$ cat src/hw/rtl/box_blur_3x3_clipped_top_defines.svh
// ---------------------------------------------------------------------------
// Assertion macros for the 3x3 box blur block
// Clocked on clk, disabled while arst_n is low.
// ---------------------------------------------------------------------------
`ifndef BOX_BLUR_3X3_CLIPPED_TOP_DEFINES_SVH
`define BOX_BLUR_3X3_CLIPPED_TOP_DEFINES_SVH

// A property that must hold at every clock edge out of reset.
`define BB3C_ASSERT(lbl, prop, msg) \
	lbl: assert property (@(posedge clk) disable iff (!arst_n) prop) else $error(msg);

// A condition that must be followed by another in the next cycle.
`define BB3C_ASSERT_NEXT(lbl, ante, cons, msg) \
	lbl: assert property (@(posedge clk) disable iff (!arst_n) (ante) |=> (cons)) else $error(msg);

`endif

$ cat src/hw/rtl/bb3c_pkg.sv
// ---------------------------------------------------------------------------
// bb3c_pkg
// Types, constants and small tables shared by the 3x3 box blur modules.
// ---------------------------------------------------------------------------
`default_nettype none

package bb3c_pkg;

	localparam int CH_W        = 8;
	localparam int PIX_W       = 3 * CH_W;
	localparam int LINE_W      = 2 * PIX_W;
	localparam int CFG_W       = 11;
	localparam int CMP_W       = 15;
	localparam int SUM_W       = 12;
	localparam int VAL_W       = 13;
	localparam int RECIP_W     = 20;
	localparam int RECIP_SHIFT = 20;
	localparam int PROD_W      = VAL_W + RECIP_W;

	localparam int MAX_WIDTH_DEF  = 1024;
	localparam int MAX_HEIGHT_DEF = 1024;

	localparam logic [CFG_W-1:0] CFG_SIZE_RESET = 11'd1024;

	localparam logic REG_FRAME_WIDTH  = 1'b0;
	localparam logic REG_FRAME_HEIGHT = 1'b1;

	typedef enum logic [2:0] {
		S_IDLE,
		S_READ,
		S_ISSUE,
		S_WAIT
	} state_t;

	// One average to work out: first window row and column taken, and flags.
	typedef struct packed {
		logic [1:0] rlo;
		logic [1:0] clo;
		logic       frame_last;
		logic       run_last;
	} avg_req_t;

	typedef struct packed {
		logic [CH_W-1:0] blue;
		logic [CH_W-1:0] green;
		logic [CH_W-1:0] red;
		logic            run_last;
		logic            frame_last;
	} result_t;

	function automatic logic [3:0] count_of(input logic [1:0] rlo, input logic [1:0] clo);
		logic [3:0] n;
		case ({rlo, clo})
			4'b0000: n = 4'd9;
			4'b0001: n = 4'd6;
			4'b0010: n = 4'd3;
			4'b0100: n = 4'd6;
			4'b0101: n = 4'd4;
			4'b0110: n = 4'd2;
			4'b1000: n = 4'd3;
			4'b1001: n = 4'd2;
			4'b1010: n = 4'd1;
			default: n = 4'd1;
		endcase
		return n;
	endfunction

	// ceil(2^20 / (2*count)); exact quotient for every dividend this block forms.
	function automatic logic [RECIP_W-1:0] recip_of(input logic [3:0] n);
		logic [RECIP_W-1:0] m;
		case (n)
			4'd1:    m = 20'd524288;
			4'd2:    m = 20'd262144;
			4'd3:    m = 20'd174763;
			4'd4:    m = 20'd131072;
			4'd6:    m = 20'd87382;
			4'd9:    m = 20'd58255;
			default: m = 20'd0;
		endcase
		return m;
	endfunction

endpackage

`default_nettype wire

$ cat src/hw/rtl/bb3c_avg.sv
// ---------------------------------------------------------------------------
// bb3c_avg
// Two-stage averaging unit: window sum, then multiply by reciprocal.
// ---------------------------------------------------------------------------
`default_nettype none

module bb3c_avg (
	input  wire logic                                   clk,
	input  wire logic                                   arst_n,
	input  wire logic                                   start,
	input  wire bb3c_pkg::avg_req_t                     req,
	input  wire logic [8:0][bb3c_pkg::PIX_W-1:0]        win,
	output logic                                        valid,
	output bb3c_pkg::result_t                           result
);
	import bb3c_pkg::*;

	logic [2:0][VAL_W-1:0]  val_d;
	logic [3:0]             cnt_d;
	logic [2:0][VAL_W-1:0]  val_s1;
	logic [RECIP_W-1:0]     m_s1;
	logic [1:0]             flags_s1;
	logic                   vld_s1;
	logic [2:0][PROD_W-1:0] prod_s2;
	logic [1:0]             flags_s2;
	logic                   vld_s2;

	always_comb begin
		logic [SUM_W-1:0] s;
		cnt_d = count_of(req.rlo, req.clo);
		for (int ch = 0; ch < 3; ch++) begin
			s = '0;
			for (int i = 0; i < 3; i++) begin
				for (int j = 0; j < 3; j++) begin
					if (2'(i) >= req.rlo && 2'(j) >= req.clo) begin
						s = s + SUM_W'(win[i*3+j][ch*CH_W +: CH_W]);
					end
				end
			end
			// 2*sum + count, to be divided by 2*count.
			val_d[ch] = {s, 1'b0} + VAL_W'(cnt_d);
		end
	end

	always_ff @(posedge clk or negedge arst_n) begin
		if (!arst_n) begin
			vld_s1 <= 1'b0;
			vld_s2 <= 1'b0;
		end else begin
			vld_s1 <= start;
			vld_s2 <= vld_s1;
		end
	end

	always_ff @(posedge clk) begin
		val_s1   <= val_d;
		m_s1     <= recip_of(cnt_d);
		flags_s1 <= {req.frame_last, req.run_last};
		for (int ch = 0; ch < 3; ch++) begin
			prod_s2[ch] <= PROD_W'(val_s1[ch]) * PROD_W'(m_s1);
		end
		flags_s2 <= flags_s1;
	end

	assign valid             = vld_s2;
	assign result.red        = prod_s2[0][RECIP_SHIFT +: CH_W];
	assign result.green      = prod_s2[1][RECIP_SHIFT +: CH_W];
	assign result.blue       = prod_s2[2][RECIP_SHIFT +: CH_W];
	assign result.run_last   = flags_s2[0];
	assign result.frame_last = flags_s2[1];

endmodule

`default_nettype wire
$ cat config.mk
export PLATFORM = sky130hd
export DESIGN_NAME = bb3c_avg
export DESIGN_NICKNAME = d
export VERILOG_FILES = /design/src/hw/rtl/box_blur_3x3_clipped_top_defines.svh /design/src/hw/rtl/bb3c_pkg.sv /design/src/hw/rtl/bb3c_avg.sv
export SDC_FILE = /design/constraint.sdc
export NUM_CORES = 2
export LEC_CHECK = 0
export CORE_MARGIN = 10
export CORE_UTILIZATION = 65
export CTS_CLUSTER_DIAMETER = 150
export DETAILED_ROUTE_END_ITERATION = 7
export DONT_BUFFER_PORTS = 1
export GPL_TIMING_DRIVEN = 0
export PLACE_DENSITY_LB_ADDON = 0.1
export SYNTH_ARGS = -nofsm -noshare
export SYNTH_HDL_FRONTEND = slang
export SYNTH_SLANG_ARGS = --single-unit
$ cat constraint.sdc
create_clock -name clk -period 7.94 [get_ports clk]
set_input_delay 1.191 -clock clk [delete_from_list [all_inputs] [get_ports clk]]
set_output_delay 1.191 -clock clk [all_outputs]
set_load 0.05 [all_outputs]
### After elaboration in Yosys (flattened, before gate mapping)

Memories as Yosys holds them, arrays and structs flattened.
Cells that the tools add are included.

* register bits: 149
* bits in latches: 0
* memory bits (writable): 0
* ROM bits: 64
* input bits: 225
* output and inout bits: 27
* word-level logic and storage cells: 91
* memories kept: 1

* add/sub/neg operators: 27
* $mul: 3
* divide/modulo/power cells: 0
* order comparisons: 6
* equal/unequal tests: 6
* shifts and indexed selects: 0
* muxes and demuxes: 28
* bitwise logic cells: 0
* reduce and logical (&&, ||, !) cells: 9

Memories
* (no name shown): words 16, bits a word 4, rd ports 1, clocked after memory_dff 0, write ports 0, RTL line bb3c_pkg.sv:53 `case ({rlo, clo})`

Operator list (count)
* adder 12 x 8 -> 12 bit: 24
* two-way mux 12 bit: 24
* case mux 20 bit (6 select lines): 1
* multiplier 13 x 20 -> 28 bit: 3
* adder 13 x 4 -> 13 bit: 3
* two-way mux 8 bit: 3
* logical AND 1 bit: 9
* == test 4 x 2 -> 1 bit (second input constant): 2
* == test 4 x 3 -> 1 bit (second input constant): 2
* greater-or-equal comparator 1 x 2 -> 1 bit (first input constant): 4
* == test 4 x 1 -> 1 bit (second input constant): 1
* == test 4 bit (second input constant): 1
* greater-or-equal comparator 2 bit (first input constant): 2

### Longest topological paths before layout

* word-level depth: 20
* gate-level depth with buffers: 59
* mapped depth without buffers: 57

### Least setup slack after synthesis

Ideal clock, no wire load.

* path type: input to register
* start point: in req[3] in the netlist's numbering
* end point: reg val_s1[38] in the netlist's numbering
* library setup time: 126 ps
* arrival time: 10690 ps
* data required time: 7814 ps
* slack: -2876 ps
* stages: 50
* path buffers: 3
* cells stage by stage: inv_1 -> ha_1 -> clkbuf_1 -> clkbuf_1 -> clkbuf_1 -> and3_1 -> ha_1 -> inv_1 -> fa_1 -> nand2b_1 -> nand3_1 -> xnor2_1 -> nor2_1 -> ha_1 -> a21o_1 -> a211oi_1 -> o31ai_1 -> ha_1 -> (+14 left out) -> a21oi_1 -> ha_1 -> a211oi_1 -> nor3_1 -> a21o_1 -> ha_1 -> a21boi_0 -> a211oi_1 -> a21o_1 -> ha_1 -> or2_2 -> o311a_1 -> o21ai_0 -> mux2i_1 -> o21ai_0 -> xor2_1 -> a32oi_1 -> xor2_1

RTL lines
* start: declaration: RTL line bb3c_avg.sv:11 `input wire bb3c_pkg::avg_req_t req,`
* end signal: assignment: RTL line bb3c_avg.sv:56 `val_s1 <= val_d;`
* end: declaration: RTL line bb3c_avg.sv:20 `logic [2:0][VAL_W-1:0] val_s1;`

==> impl_metrics.csv <==
group,metric,value,unit
route,drt-wirelength-per-cell,23.7,um
synth,syn_nets,4636,
synth,async_reset_ff_share,2.67,%
placed_design,gp_congestion,1.01,
global_routing,globalRoute.busiestLayer,"met2",
floorplan,chipWidth,235,um
floorplan,die_area,55400,sq um
worst_setup_path,worst_setup_path_start_kind,"input port",
floorplan,die_h,235,um
floorplan,initial_core_util,66.2,%
global_routing,met1_usage,41.2,%
clocking,cts-buffers-inserted,9,
clocking,clkSinkCount,75,
clocking,clkLatencyLatePin,380,ps
timing,timing_worst_slew_pin_value,1040,ps
timing,post-route-period-util,135,%
placed_design,hpwl,83500,um
clocking,hold_buffers,0,
synth,synth_area,30100,sq um
synth,postSynthAreaPerCell,8.45,sq um
layout,syn2layout_area_growth,19.9,%
global_routing,largest_net_degree_at_the_start_of_global_routing,17,
worst_setup_path,endpoint_kind,"register",
global_routing,met3_usage,9.28,%
timing,remaining_max_slew_budget_at_the_tightest_pin,30.2,%
timing,setup_viol,33,
power,finalPower,7.67,mW
route,routed_wl,105000,um
floorplan,ios,252,
worst_hold_path,worst_hold_path_type,"reg -> reg",
timing,finalClockSkew,17.5,ps
synth,post_synth_num_cell_types,91,
timing,fmax,0.0932,GHz
placed_design,pre_cts_slack,-3960,ps
outcome,failed_checks,"negative setup slack",
worst_setup_path,critical_path.max_fanout,10,
layout,nNetsFinal,4904,
worst_setup_path,max_stage_delay,650,ps
timing,final.min_clock_period,10730,ps
route,dr_total_vias,27900,
synth,synthesis.instances,3566,
timing,post_route_worst_setup_slack,-2790,ps
clocking,cts.reportedPaths.clkPinSlew,80,ps
layout,finalCoreUtilization,79.3,%
global_routing,grt_pass1_vias,28400,
global_routing,global_route.usage.met2,58.5,%
global_routing,gr-total-overflow,0,
outcome,outcome,"finished with violations",
synth,synth_seq_cells,75,
job,max_cap_violations,0,
floorplan,standard_cell_row_count,78,
clocking,ctsRootBufferMaster,"clkbuf_16",
synth,synth.yosys.seq_area_share,5.01,%
layout,nFillCells,2891,
clocking,clock_tree.htree_level_count,3,
worst_setup_path,cp.required,8190,ps
floorplan,coreArea,45600,sq um
timing,final_max_slew_viol_count,0,
global_routing,initial_antenna_violation_count,8,
worst_setup_path,critPathSlowestCell,"clkbuf_1",
worst_setup_path,setup.worst_path.class,"in -> reg",
clocking,ctsLongestPathBuffers,2,
route,vias_per_std_cell,6.27,
global_routing,grt_first_pass_wirelength,156000,um
layout,layout-drive-gt1-share,19.9,%
clocking,cts_tree,"done",
timing,final-hold-violation-count,0,
route,dr.pass1.iters,8,
synth,synth-edff-count,0,
worst_setup_path,critical_path_arrival,10980,ps
timing,rsz0062_at_grt,"true",
global_routing,grt_usage,35.4,%
placed_design,numPortBuffers,0,
timing,tns,-59010,ps
timing,holdWs,332,ps
route,remaining_number_of_nets_flagged_by_the_antenna_check_after_routing,0,
route,detail_route.iter0.violations,2597,
power,pwr_density_cell,212,nW/um^2
worst_setup_path,cell_type_with_the_highest_occurrence_count_on_the_critical_path,"ha_4",
synth,count_of_warnings_emitted_by_yosys,0,
synth,dominantRegCellSynth,"dfxtp_1",
power,irDropWorstVdd,0.244,mV
route,post-route-drc-count,0,
power,leakage,17.4,nW
-- metal layers --
metal,vias to the layer above,wire (um)
met4,6,8000
met1,13600,38500
li1,12100,-
met2,1659,48100
met3,521,10600
met5,-,39
-- sequential cells by signal (all words and copies together), names as in the netlist --
register,flops
result,24
flags_s2,2
valid,1
val_s1,37
vld_s1,1
m_s1,8
flags_s1,2
-- path summary, 6_finish.rpt --
kind | cells past startpoint | from | slack (ps) | to
worst max-delay path | 46 | req[2] | -2790 | val_s1[12]
worst min-delay path | 0 | flags_s1[0] | 330 | flags_s2[0]
worst max register to register | 21 | m_s1[17] | 520 | result[17]
worst min register to register | 0 | flags_s1[0] | 330 | flags_s2[0]
max in group asynchronous | 0 | arst_n | 7380 | vld_s1
min in group asynchronous | 0 | arst_n | 500 | valid
-- synthesized netlist by cell type (all sizes together), types with 7 or more instances --
library cell	n	area, sq um
and3	38	238
nand3	28	140
inv	669	2510
a211oi	34	260
nor2	220	828
and2	215	1350
o22ai	10	62.6
mux2i	23	230
o21bai	10	75.1
or3	7	43.8
a21o	74	556
clkbuf	64	240
or2	15	93.8
a21oi	177	890
nand2	274	1030
buf	14	61.3
ha	368	4600
o31a	18	158
nor2b	45	282
o21ai	155	776
nand2b	27	169
a41oi	9	97.6
mux2	34	383
dfxtp	73	1460
xor2	67	594
a21boi	10	75.1
a22o	9	78.8
o211ai	18	135
o31ai	23	191
a31oi	20	125
fa	477	9550
o21a	43	323
xnor2	144	1330
nor3	56	285
-- worst max-delay path, delay by kind of cell --
family | cells | cell delay, ps
AND/OR/NAND/NOR | 11 | 1450
multiplexers | 1 | 300
adder cells (fa/ha/maj) | 7 | 2050
XOR/XNOR | 5 | 620
AO/OA/AOI/OAI | 16 | 3070
buffers and inverters | 6 | 2250
-- cell families after synthesis --
kind of cell             Yosys count  share of synthesized area (%)
buffers and inverters            747                           9.33
AND/OR/NAND/NOR                  955                           15.6
AO/OA/AOI/OAI                    671                           14.5
adder cells (fa/ha/maj)          849                           47.1
XOR/XNOR                         212                           6.47
multiplexers                      57                           2.03
flip-flops                        75                           5.01
-- stage by stage --
stage / instance area (sq um) / std cells
6_report: 36200 / 4446
5_1_grt: 36100 / 4441
2_1_floorplan: 31200 / 3566
3_5_place_dp: 31900 / 4166
4_1_cts: 34600 / 4360
3_3_place_gp: 31900 / 4166
-- where the power goes --
part	internal, mW	switching [mW]
clock network	0.253	0.214
logic	2.80	3.44
registers	0.535	0.429
-- placed cells by master, fill, tap and decap left out, types with 32 or more instances in the layout --
cell | synthesis | layout
a21o_1 | 74 | 74
a21oi_1 | 176 | 104
a21oi_2 | 1 | 60
and2_1 | 215 | 213
and3_1 | 38 | 32
buf_4 | 0 | 246
clkbuf_1 | 64 | 58
dfxtp_1 | 73 | 73
fa_1 | 477 | 464
ha_1 | 368 | 285
ha_4 | 0 | 78
inv_1 | 668 | 648
nand2_1 | 273 | 261
nor2_1 | 219 | 189
nor2b_1 | 45 | 39
nor3_1 | 55 | 44
o21a_1 | 43 | 43
o21ai_0 | 152 | 81
o21ai_1 | 3 | 39
xnor2_1 | 136 | 109
xnor2_2 | 7 | 33
xor2_1 | 66 | 59
-- repair_timing --
item	CTS	global route
setup endpoints to repair	33	33
gates resized for setup	194	183
buffers inserted	178	81
pin swaps	126	72
-- layout make-up --
| class | instances | area, sq um | area share (%) |
|---|---|---|---|
| antenna | 7 | 17.5 | 0.0484 |
| inverter | 669 | 2520 | 6.97 |
| clock inverter | 7 | 95.1 | 0.263 |
| clock buffer | 9 | 225 | 0.623 |
| multi-input combinational | 2744 | 28700 | 79.3 |
| sequential | 75 | 1510 | 4.18 |
| timing repair buffer | 257 | 1970 | 5.45 |
| tap | 600 | 751 | 2.08 |
| buffer | 78 | 385 | 1.07 |
Power figures use the tool's default switching activity.
